File: config.mk
export PLATFORM = sky130hd
export DESIGN_NAME = modular_exponentiation
export DESIGN_NICKNAME = d
export VERILOG_FILES = /design/src/hw/rtl/mexp_pkg.sv /design/src/hw/rtl/mexp_reduce.sv /design/src/hw/rtl/mexp_mulmod.sv /design/src/hw/rtl/modular_exponentiation.sv
export SDC_FILE = /design/constraint.sdc
export NUM_CORES = 1
export LEC_CHECK = 0
export ABC_CLOCK_PERIOD_IN_PS = 15390
export BUFFER_PORTS_ARGS = -buffer_cell sky130_fd_sc_hd__buf_2
export CAP_MARGIN = 30
export CORE_MARGIN = 2
export CORE_UTILIZATION = 67
export DETAILED_ROUTE_END_ITERATION = 7
export GPL_ROUTABILITY_DRIVEN = 0
export PLACE_DENSITY_LB_ADDON = 0.1
export SLEW_MARGIN = 40
export SYNTH_ARGS = -nofsm -noshare
export SYNTH_HDL_FRONTEND = slang
export SYNTH_SLANG_ARGS = --single-unit
File: constraint.sdc
create_clock -name clk_i -period 15.39 [get_ports clk_i]
set_input_delay 3.078 -clock clk_i [delete_from_list [all_inputs] [get_ports clk_i]]
set_output_delay 3.078 -clock clk_i [all_outputs]
set_load 0.1 [all_outputs]
File: src/hw/rtl/mexp_pkg.sv
// Shared types and constants for the modular exponentiation block.
`timescale 1ns / 1ps

package mexp_pkg;

  // Default word width of the message, modulus, exponent and result.
  localparam int WordBits = 32;

  // Width of the configuration register index.
  localparam int CfgIdxBits = 2;

  // Configuration register indexes.
  localparam logic [CfgIdxBits-1:0] CfgModulus  = 2'd0;
  localparam logic [CfgIdxBits-1:0] CfgExponent = 2'd1;

  typedef enum logic [2:0] {
    ST_IDLE,
    ST_REDUCE,
    ST_SQUARE,
    ST_MULT,
    ST_FINISH
  } mexp_state_e;

endpackage

File: src/hw/rtl/mexp_reduce.sv
// Bit-serial reduction of a word modulo the modulus, one message bit per cycle.
`timescale 1ns / 1ps

module mexp_reduce #(
  parameter int WORD_BITS = mexp_pkg::WordBits
) (
  input  logic                 clk_i,
  input  logic                 rst_ni,
  input  logic                 start_i,
  input  logic [WORD_BITS-1:0] value_i,
  input  logic [WORD_BITS-1:0] modulus_i,
  output logic                 done_o,
  output logic [WORD_BITS-1:0] rem_o
);

  localparam int CntBits = $clog2(WORD_BITS + 1);

  logic [WORD_BITS-1:0] val_q, val_d;
  logic [WORD_BITS-1:0] rem_q, rem_d;
  logic [CntBits-1:0]   cnt_q, cnt_d;
  logic                 busy_q, busy_d;
  logic                 done_q, done_d;

  logic [WORD_BITS:0]   shifted;
  logic [WORD_BITS+1:0] diff;

  // The remainder stays below the modulus, so one conditional subtract per bit suffices.
  assign shifted = {rem_q, val_q[WORD_BITS-1]};
  assign diff    = {1'b0, shifted} - {2'b00, modulus_i};

  always_comb begin
    val_d  = val_q;
    rem_d  = rem_q;
    cnt_d  = cnt_q;
    busy_d = busy_q;
    done_d = 1'b0;
    if (start_i) begin
      val_d  = value_i;
      rem_d  = '0;
      cnt_d  = CntBits'(WORD_BITS);
      busy_d = 1'b1;
    end else if (busy_q) begin
      val_d = {val_q[WORD_BITS-2:0], 1'b0};
      rem_d = diff[WORD_BITS+1] ? shifted[WORD_BITS-1:0] : diff[WORD_BITS-1:0];
      cnt_d = cnt_q - CntBits'(1);
      if (cnt_q == CntBits'(1)) begin
        busy_d = 1'b0;
        done_d = 1'b1;
      end
    end
  end

  always_ff @(posedge clk_i or negedge rst_ni) begin
    if (!rst_ni) begin
      busy_q <= 1'b0;
      done_q <= 1'b0;
      cnt_q  <= '0;
    end else begin
      busy_q <= busy_d;
      done_q <= done_d;
      cnt_q  <= cnt_d;
    end
  end

  always_ff @(posedge clk_i) begin
    val_q <= val_d;
    rem_q <= rem_d;
  end

  assign done_o = done_q;
  assign rem_o  = rem_q;

endmodule

File: src/hw/rtl/mexp_mulmod.sv
// Bit-serial modular multiplier: a double step and an add step per multiplier bit.
`timescale 1ns / 1ps

module mexp_mulmod #(
  parameter int WORD_BITS = mexp_pkg::WordBits
) (
  input  logic                 clk_i,
  input  logic                 rst_ni,
  input  logic                 start_i,
  input  logic [WORD_BITS-1:0] a_i,
  input  logic [WORD_BITS-1:0] b_i,
  input  logic [WORD_BITS-1:0] modulus_i,
  output logic                 done_o,
  output logic [WORD_BITS-1:0] product_o
);

  localparam int CntBits = $clog2(WORD_BITS + 1);

  logic [WORD_BITS-1:0] a_q, a_d;
  logic [WORD_BITS-1:0] b_q, b_d;
  logic [WORD_BITS-1:0] acc_q, acc_d;
  logic [CntBits-1:0]   cnt_q, cnt_d;
  logic                 add_phase_q, add_phase_d;
  logic                 busy_q, busy_d;
  logic                 done_q, done_d;

  logic [WORD_BITS-1:0] operand;
  logic [WORD_BITS:0]   sum;
  logic [WORD_BITS+1:0] diff;

  // The double step adds the accumulator to itself; the add step adds a when the
  // current multiplier bit is set. Both operands are below the modulus.
  always_comb begin
    if (add_phase_q) begin
      operand = b_q[WORD_BITS-1] ? a_q : '0;
    end else begin
      operand = acc_q;
    end
  end

  assign sum  = {1'b0, acc_q} + {1'b0, operand};
  assign diff = {1'b0, sum} - {2'b00, modulus_i};

  always_comb begin
    a_d         = a_q;
    b_d         = b_q;
    acc_d       = acc_q;
    cnt_d       = cnt_q;
    add_phase_d = add_phase_q;
    busy_d      = busy_q;
    done_d      = 1'b0;
    if (start_i) begin
      a_d         = a_i;
      b_d         = b_i;
      acc_d       = '0;
      cnt_d       = CntBits'(WORD_BITS);
      add_phase_d = 1'b0;
      busy_d      = 1'b1;
    end else if (busy_q) begin
      acc_d       = diff[WORD_BITS+1] ? sum[WORD_BITS-1:0] : diff[WORD_BITS-1:0];
      add_phase_d = !add_phase_q;
      if (add_phase_q) begin
        b_d   = {b_q[WORD_BITS-2:0], 1'b0};
        cnt_d = cnt_q - CntBits'(1);
        if (cnt_q == CntBits'(1)) begin
          busy_d = 1'b0;
          done_d = 1'b1;
        end
      end
    end
  end

  always_ff @(posedge clk_i or negedge rst_ni) begin
    if (!rst_ni) begin
      busy_q      <= 1'b0;
      done_q      <= 1'b0;
      cnt_q       <= '0;
      add_phase_q <= 1'b0;
    end else begin
      busy_q      <= busy_d;
      done_q      <= done_d;
      cnt_q       <= cnt_d;
      add_phase_q <= add_phase_d;
    end
  end

  always_ff @(posedge clk_i) begin
    a_q   <= a_d;
    b_q   <= b_d;
    acc_q <= acc_d;
  end

  assign done_o    = done_q;
  assign product_o = acc_q;

endmodule

File: src/hw/rtl/modular_exponentiation.sv
// Top level of the modular exponentiation block: sequencer, registers and handshakes.
`timescale 1ns / 1ps

// Computes message ^ exponent mod modulus for one message at a time, by
// left-to-right square-and-multiply over all WORD_BITS exponent bits. The
// message is first reduced modulo the modulus. Every exponent bit costs one
// squaring, and a set bit one more multiplication, each done in the shared
// bit-serial multiplier, so the time an item takes is set by the number of
// one bits in the exponent. A zero modulus gives a result of zero without a
// reduction or any multiplication. The finished result waits in an output
// register, and the next request is taken once the result has been loaded
// there. Modulus and exponent may be written only while no request is in
// flight.
module modular_exponentiation #(
  parameter int WORD_BITS = mexp_pkg::WordBits
) (
  input  logic                            clk_i,
  input  logic                            rst_ni,
  input  logic                            in_valid_i,
  output logic                            in_stall_o,
  input  logic [WORD_BITS-1:0]            message_i,
  output logic                            out_valid_o,
  input  logic                            out_stall_i,
  output logic [WORD_BITS-1:0]            power_mod_o,
  input  logic                            cfg_valid_i,
  output logic                            cfg_ready_o,
  input  logic [mexp_pkg::CfgIdxBits-1:0] cfg_index_i,
  input  logic [WORD_BITS-1:0]            cfg_data_i
);

  localparam int CntBits = $clog2(WORD_BITS + 1);

  mexp_pkg::mexp_state_e state_q, state_d;

  logic [WORD_BITS-1:0] modulus_q, exponent_q;
  logic [WORD_BITS-1:0] res_q, res_d;
  logic [WORD_BITS-1:0] base_q, base_d;
  logic [WORD_BITS-1:0] exp_q, exp_d;
  logic [CntBits-1:0]   cnt_q, cnt_d;
  logic                 out_valid_q, out_valid_d;
  logic [WORD_BITS-1:0] out_data_q, out_data_d;

  logic                 red_start, red_done;
  logic [WORD_BITS-1:0] red_rem;
  logic                 mul_start, mul_done;
  logic [WORD_BITS-1:0] mul_a, mul_b, mul_res;
  logic                 in_accept;
  logic                 mod_zero, mod_one;

  assign mod_zero  = (modulus_q == '0);
  assign mod_one   = (modulus_q == WORD_BITS'(1));
  assign in_accept = in_valid_i && !in_stall_o;

  assign in_stall_o  = (state_q != mexp_pkg::ST_IDLE);
  assign cfg_ready_o = 1'b1;

  always_ff @(posedge clk_i or negedge rst_ni) begin
    if (!rst_ni) begin
      modulus_q  <= WORD_BITS'(1);
      exponent_q <= WORD_BITS'(1);
    end else if (cfg_valid_i && cfg_ready_o) begin
      if (cfg_index_i == mexp_pkg::CfgModulus) begin
        modulus_q <= cfg_data_i;
      end else if (cfg_index_i == mexp_pkg::CfgExponent) begin
        exponent_q <= cfg_data_i;
      end
    end
  end

  mexp_reduce #(
    .WORD_BITS (WORD_BITS)
  ) u_reduce (
    .clk_i     (clk_i),
    .rst_ni    (rst_ni),
    .start_i   (red_start),
    .value_i   (message_i),
    .modulus_i (modulus_q),
    .done_o    (red_done),
    .rem_o     (red_rem)
  );

  mexp_mulmod #(
    .WORD_BITS (WORD_BITS)
  ) u_mulmod (
    .clk_i     (clk_i),
    .rst_ni    (rst_ni),
    .start_i   (mul_start),
    .a_i       (mul_a),
    .b_i       (mul_b),
    .modulus_i (modulus_q),
    .done_o    (mul_done),
    .product_o (mul_res)
  );

  always_comb begin
    state_d     = state_q;
    res_d       = res_q;
    base_d      = base_q;
    exp_d       = exp_q;
    cnt_d       = cnt_q;
    out_data_d  = out_data_q;
    out_valid_d = out_valid_q && out_stall_i;
    red_start   = 1'b0;
    mul_start   = 1'b0;
    mul_a       = mul_res;
    mul_b       = mul_res;

    unique case (state_q)
      mexp_pkg::ST_IDLE: begin
        if (in_accept) begin
          if (mod_zero) begin
            res_d   = '0;
            state_d = mexp_pkg::ST_FINISH;
          end else begin
            red_start = 1'b1;
            res_d     = mod_one ? '0 : WORD_BITS'(1);
            exp_d     = exponent_q;
            cnt_d     = CntBits'(WORD_BITS);
            state_d   = mexp_pkg::ST_REDUCE;
          end
        end
      end

      mexp_pkg::ST_REDUCE: begin
        if (red_done) begin
          base_d    = red_rem;
          mul_start = 1'b1;
          mul_a     = res_q;
          mul_b     = res_q;
          state_d   = mexp_pkg::ST_SQUARE;
        end
      end

      mexp_pkg::ST_SQUARE: begin
        if (mul_done) begin
          res_d = mul_res;
          if (exp_q[WORD_BITS-1]) begin
            mul_start = 1'b1;
            mul_b     = base_q;
            state_d   = mexp_pkg::ST_MULT;
          end else begin
            exp_d = {exp_q[WORD_BITS-2:0], 1'b0};
            cnt_d = cnt_q - CntBits'(1);
            if (cnt_q == CntBits'(1)) begin
              state_d = mexp_pkg::ST_FINISH;
            end else begin
              mul_start = 1'b1;
            end
          end
        end
      end

      mexp_pkg::ST_MULT: begin
        if (mul_done) begin
          res_d = mul_res;
          exp_d = {exp_q[WORD_BITS-2:0], 1'b0};
          cnt_d = cnt_q - CntBits'(1);
          if (cnt_q == CntBits'(1)) begin
            state_d = mexp_pkg::ST_FINISH;
          end else begin
            mul_start = 1'b1;
            state_d   = mexp_pkg::ST_SQUARE;
          end
        end
      end

      mexp_pkg::ST_FINISH: begin
        // Hand the result over once the output register is free or being emptied.
        if (!out_valid_q || !out_stall_i) begin
          out_data_d  = res_q;
          out_valid_d = 1'b1;
          state_d     = mexp_pkg::ST_IDLE;
        end
      end

      default: begin
        state_d = mexp_pkg::ST_IDLE;
      end
    endcase
  end

  always_ff @(posedge clk_i or negedge rst_ni) begin
    if (!rst_ni) begin
      state_q     <= mexp_pkg::ST_IDLE;
      out_valid_q <= 1'b0;
      cnt_q       <= '0;
    end else begin
      state_q     <= state_d;
      out_valid_q <= out_valid_d;
      cnt_q       <= cnt_d;
    end
  end

  always_ff @(posedge clk_i) begin
    res_q      <= res_d;
    base_q     <= base_d;
    exp_q      <= exp_d;
    out_data_q <= out_data_d;
  end

  assign out_valid_o = out_valid_q;
  assign power_mod_o = out_data_q;

  // A delivered result is always reduced below a nonzero modulus.
  assert property (@(posedge clk_i) disable iff (!rst_ni)
    out_valid_o |-> (mod_zero || (power_mod_o < modulus_q)))
    else $error("result not below modulus");

  // The multiplier only finishes while the sequencer waits for it.
  assert property (@(posedge clk_i) disable iff (!rst_ni)
    mul_done |-> (state_q == mexp_pkg::ST_SQUARE || state_q == mexp_pkg::ST_MULT))
    else $error("multiplier finished outside a multiply phase");

  // The reducer only finishes while the sequencer waits for it.
  assert property (@(posedge clk_i) disable iff (!rst_ni)
    red_done |-> (state_q == mexp_pkg::ST_REDUCE))
    else $error("reducer finished outside the reduce phase");

  // An accepted request blocks the input until its result has been handed over.
  assert property (@(posedge clk_i) disable iff (!rst_ni)
    in_accept |=> in_stall_o)
    else $error("input open right after a request was taken");

endmodule

==> metrics.csv, run 1 <==
metric;value;unit
synth_largest_area_cell;edfxtp_1;
drt-met1-wl;21600;um
dr_wl_met2;21200;um
die_y;178;um
crit_fanout;33;
hold_start;res_q[14];
clk_latency;0.54;ns
clock_path_buffers;3;
tightest_slew;0.833;ns
diodes;0;
peakVddDrop;0.104;mV
synth_cells;2077;
wl_per_cell;18.4;um
syn_area;20300;um^2
ys_top_cells_by_area;edfxtp_1, dfrtp_1, nand2_1;
drt-total-wl;47500;um
io_pins;106;
finalHoldViolCount;0;
crit_slowest_cell;fa_1;
first_iter_violations;1982;
finalPower;3.01;mW
grt_pass1_wl;76000;um
slew_viol_final;0;
cts_sinks;379;
ant_nets;0;
worstReg2RegStart;u_mulmod.add_phase_q;
port_buffers;104;
stdcell_area;22500;um^2
grt_setup_unrepaired;false;
rrSetupSlack;8.47;ns
wl_met3;3750;um
dpl_cell_area;21200;um^2
rows;63;
fin_crit_sh;0.450;
antenna_found_initial;0;
htree_levels;2;
finClkSkew;0.0204;ns
end_kind;register;
yosysMostFrequentCell;nand2_1;
syn_avg_cell_area;9.78;um^2
drive_above_1_share;0.112;
area_growth;10.8;%
instances_no_fill;2572;
synth_fp_nets;2253;
drc;0;
die_width;178;um
dp_cells;2498;
crit_start;u_mulmod.add_phase_q;
finalNetCount;2326;
grt_pass1_vias;14700;
slew_headroom;0.444;
synth_common_cells;nand2_1, edfxtp_1, o21ai_0;
synth-edff-count;224;
powerDensity;134;nW/um^2
fillers;2048;
yosys_warnings;0;
cap_violations;0;
grt_max_degree;68;
cts_root_buf;clkbuf_16;
status;finished, final reports clean;
vias;15900;
dp.final_hpwl;33500;um
yosys.area.top_type_share;0.331;
worstPathRequired;15.78;ns
fin_crit;6.92;ns
cts_tree;built;
clk_pin_slew_worst_paths;0.06;ns
coreArea;29700;um^2
p_leak;9.30;nW
grt_use_total;0.301;
cts_hold_buf;0;
worst_hold_slack;0.446;ns
synth_cell_types;73;
synthArstFlopShare;0.240;
slowest_delay;0.43;ns
grt_overflow;0;
critical_path.startpoint_type;register;
fmax;144;MHz
post-cts-setup-buffers;0;
ys_seq_elements;379;
top_layer_used;met4;
tns;0;ns
via_per_inst;6.19;
die_area;31700;um^2
numCtsBuffers;40;
setup_viol;0;
cts_resized;0;
crit_arrival;7.31;ns
synth-seq-area-share;0.506;
worstHoldPathType;register to register;
path_class;register to register;
synth_ff_type;edfxtp_1;
start_util;0.684;
first_pass_iters;6;
[flip-flops by register name (all words and copies together) (netlist names), 3 cells and up]
name	count
u_reduce.val_q	32
u_mulmod.cnt_q	6
cnt_q	6
exponent_q	32
state_q	3
u_mulmod.a_q	32
modulus_q	32
power_mod_o	32
u_reduce.cnt_q	6
res_q	32
u_reduce.rem_o	32
u_mulmod.product_o	32
base_q	32
exp_q	32
u_mulmod.b_q	32
[worst max-delay path: cells and delay by family, from the launching register on]
family | cells | cell delay [ns]
DFF | 1 | 0.37
buffers and inverters | 3 | 0.80
xor gates and xnor gates | 1 | 0.35
adders and majority gates | 3 | 1.02
muxes | 2 | 0.51
and+or+nand+nor | 7 | 1.32
AOI/OAI and AO/OA | 12 | 2.38
[kinds of logic (layout without fill, tap and decap cells)]
family,after synthesis,in the layout,synth area share
simple gates,683,683,0.143
fa+ha+maj,105,105,0.0658
xor+xnor,90,90,0.0388
mux,63,63,0.0333
flops,379,379,0.506
buf+inv,199,304,0.0387
compound gates,557,557,0.174
other cells,1,1,0.000185
[cell type report]
cell class	count	area [um^2]	area share
timing repair buffer	129	749	0.0333
multi-input combinational	1499	9310	0.414
sequential	379	10300	0.457
clock inverter	10	113	0.00500
clock buffer	64	1170	0.0521
tap	390	488	0.0217
inverter	101	384	0.0171
[report_power, final]
group	internal, mW	total (mW)	switching [mW]
Clock	0.558	0.944	0.387
Sequential	1.17	1.24	0.0698
Combinational	0.367	0.827	0.460
[stage by stage]
stage          utilization  worst slack [ns]
2_1_floorplan            -              7.66
3_3_place_gp         0.712              8.94
4_1_cts              0.757              8.62
6_report             0.757              8.47
5_1_grt              0.757              8.10
3_5_place_dp         0.714              8.71
[layout by cell type (no fill, tap or decap), types with 11 or more instances in the layout]
| master | n |
|---|---|
| dfrtp_1 | 88 |
| ha_1 | 102 |
| edfxtp_1 | 224 |
| dfxtp_1 | 64 |
| nor3_1 | 30 |
| nor2_1 | 143 |
| a41oi_1 | 32 |
| nand4_1 | 11 |
| a211oi_1 | 21 |
| a21oi_1 | 105 |
| nor2b_1 | 15 |
| xnor2_1 | 62 |
| xor2_1 | 28 |
| o21ai_1 | 11 |
| nand2_1 | 375 |
| a22o_1 | 30 |
| a21o_1 | 42 |
| nor4_1 | 17 |
| nand3_1 | 30 |
| mux2_2 | 34 |
| o31ai_1 | 11 |
| inv_1 | 98 |
| clkbuf_16 | 41 |
| nand2b_1 | 14 |
| a31oi_1 | 40 |
| o21a_1 | 19 |
| o21ai_0 | 182 |
| buf_2 | 103 |
| mux2i_1 | 26 |
| clkbuf_1 | 17 |
| buf_4 | 22 |
[final timing paths]
kind | to | depth (start not counted)
worst max-delay path | u_mulmod.product_o[1] | 28
worst min-delay path | power_mod_o[14] | 0
worst max register to register | u_mulmod.product_o[1] | 28
worst min register to register | power_mod_o[14] | 0
max in group asynchronous | u_mulmod.add_phase_q | 2
min in group asynchronous | cnt_q[3] | 1
[routing by layer]
metal / GRT usage / up-vias
met5: 0 / -
met4: 0.0738 / 0
met3: 0.0458 / 66
met2: 0.464 / 637
met1: 0.452 / 7607
li1: - / 7601
Power figures use the tool's default switching activity.
==> inputs of run 2 (changes only) <==
Settings changed: ABC_AREA set to 1, ABC_CLOCK_PERIOD_IN_PS 15390 to 5800, CORE_UTILIZATION 67 to 57.
Clock period 15.39 ns to 5.8 ns, I/O delays scaled along.
==> metrics.csv, run 2 <==
metric;value;unit
diodes;0;
holdPathStages;0;
ant_nets;0;
synth_cells;3154;
cp_num_cells;27;
via_per_inst;5.55;
crit_fanout;33;
finalNetCount;3404;
synthMuxAreaShare;0;
synth_ff_type;edfxtp_1;
synthXorXnorAreaFrac;0.0203;
path_common_cell;nand2_1;
grt_max_degree;65;
antenna_found_initial;0;
vias;21100;
grt_setup_unrepaired;false;
slew_viol_final;0;
area_growth;9.89;%
status;finished, final reports clean;
fin_crit;5.36;ns
tns;0;ns
worstHoldPathType;register to register;
synth_top_family_by_area;simple AND/OR/NAND/NOR gates;
setup_viol;0;
cpLargestDelayFamily;simple AND/OR/NAND/NOR gates;
critical_path.startpoint_type;register;
start_util;0.575;
synth_largest_area_cell;edfxtp_1;
post-cts-setup-buffers;0;
synthArstFlopShare;0.240;
slew_headroom;0.465;
yosys.area_share.adder;0.0572;
die_y;206;um
die_area;42600;um^2
coreArea;40600;um^2
seqCellArea;10300;um^2
numCtsBuffers;40;
final_common_cell;nand2_1;
syn_area;23400;um^2
clk_pin_slew_worst_paths;0.07;ns
yosysMostFrequentCell;nand2_1;
path_class;register to register;
layout_common_cells;nand2_1, inv_1, edfxtp_1;
finClkSkew;0.0174;ns
wl_per_cell;16.7;um
fillers;3699;
yosys.area.top_type_share;0.288;
grt_pass1_vias;20200;
cap_violations;0;
grt_pass1_wl;102000;um
grt_overflow;0;
synthSimpleGateAreaFrac;0.292;
synth_common_cells;nand2_1, inv_1, edfxtp_1;
r2r_cells;27;
drt-total-wl;63200;um
port_buffers;104;
end_kind;register;
ys_top_cells_by_area;edfxtp_1, nand2_1, dfrtp_1;
io_pins;106;
synth_fp_nets;3330;
ys_seq_elements;379;
finalHoldViolCount;0;
fin_crit_sh;0.924;
synth-compound-area-share;0.0869;
clk_latency;0.58;ns
rows;74;
first_pass_iters;6;
dp.final_hpwl;48100;um
worstPathRequired;6.26;ns
tightest_slew;0.800;ns
fmax;187;MHz
crit_slowest_cell;nor3_1;
synth-edff-count;224;
cts_root_buf;clkbuf_16;
first_iter_violations;1898;
synth-seq-area-share;0.441;
htree_levels;2;
multi_input_comb_area;10700;um^2
yosys_warnings;0;
synth_cell_types;51;
drc;0;
slowest_delay;0.49;ns
drive_above_1_share;0.0690;
cts_tree;built;
die_width;206;um
grt_use_total;0.304;
cts_sinks;379;
syn_avg_cell_area;7.40;um^2
crit_arrival;5.82;ns
cp_num_buf_inv;4;
clock_path_buffers;3;
## run 2: changes by cell type after synthesis, sizes merged, moves of 37 or more
| cell | before | now |
|---|---|---|
| nand2 | 376 | 1076 |
| nand3 | 31 | 188 |
| a31oi | 40 | 1 |
| mux2 | 37 | 0 |
| nand4 | 11 | 82 |
| inv | 99 | 523 |
| nor2 | 147 | 221 |
| a21o | 42 | 5 |
## run 2: cell type report
class | instances | area share
inverters | 523 | 0.0766
flip-flops and latches | 379 | 0.401
clock buffers | 56 | 0.0430
multi-input cells | 2158 | 0.417
repair buffers | 126 | 0.0275
well taps | 532 | 0.0259
clock inverters | 18 | 0.00907
## run 2: kinds of logic (layout without fill, tap and decap cells)
group / Yosys count / count (layout)
AOI/OAI and AO/OA: 365 / 365
xor gates and xnor gates: 54 / 54
buffers and inverters: 617 / 723
other: 1 / 1
and+or+nand+nor: 1633 / 1633
adders and majority gates: 105 / 105
DFF: 379 / 379
## run 2: timing repair
action	4_1_cts	5_1_grt
hold buffers	0	0
resized for setup	0	1
endpoints found under the setup margin	0	32
## run 2: worst paths after layout
check | startpoint | to | slack, ns
worst min-delay path | res_q[18] | power_mod_o[18] | 0.45
min in group asynchronous | rst_ni | exponent_q[9] | 0.53
worst max-delay path | u_mulmod.add_phase_q | u_mulmod.product_o[9] | 0.44
worst max register to register | u_mulmod.add_phase_q | u_mulmod.product_o[9] | 0.44
max in group asynchronous | rst_ni | state_q[2] | 4.39
worst min register to register | res_q[18] | power_mod_o[18] | 0.45
## run 2: routing by layer
| metal | GRT usage | up-vias | wire (um) |
|---|---|---|---|
| met2 | 0.493 | 823 | 28800 |
| met3 | 0.0453 | 159 | 4430 |
| li1 | - | 10300 | - |
| met5 | 0 | - | 0 |
| met1 | 0.409 | 9790 | 27500 |
| met4 | 0.120 | 0 | 2500 |
## run 2: metrics by stage
stage	hold WS, ns	cell area [um^2]	instances	worst slack (ns)	utilization
finish	0.450	25700	3792	0.442	0.631
global route	0.458	25700	3792	0.0372	0.631
CTS	0.451	25600	3791	0.636	0.631
detailed placement	0.436	24300	3717	0.661	0.598
global placement	0.435	24300	3716	0.807	0.597
floorplan	0.427	23400	3154	1.67	-
Power of run 2 is left out: the tool's default activity adds up to more than one toggle a clock period on the data nets, which glitch-free logic cannot reach.
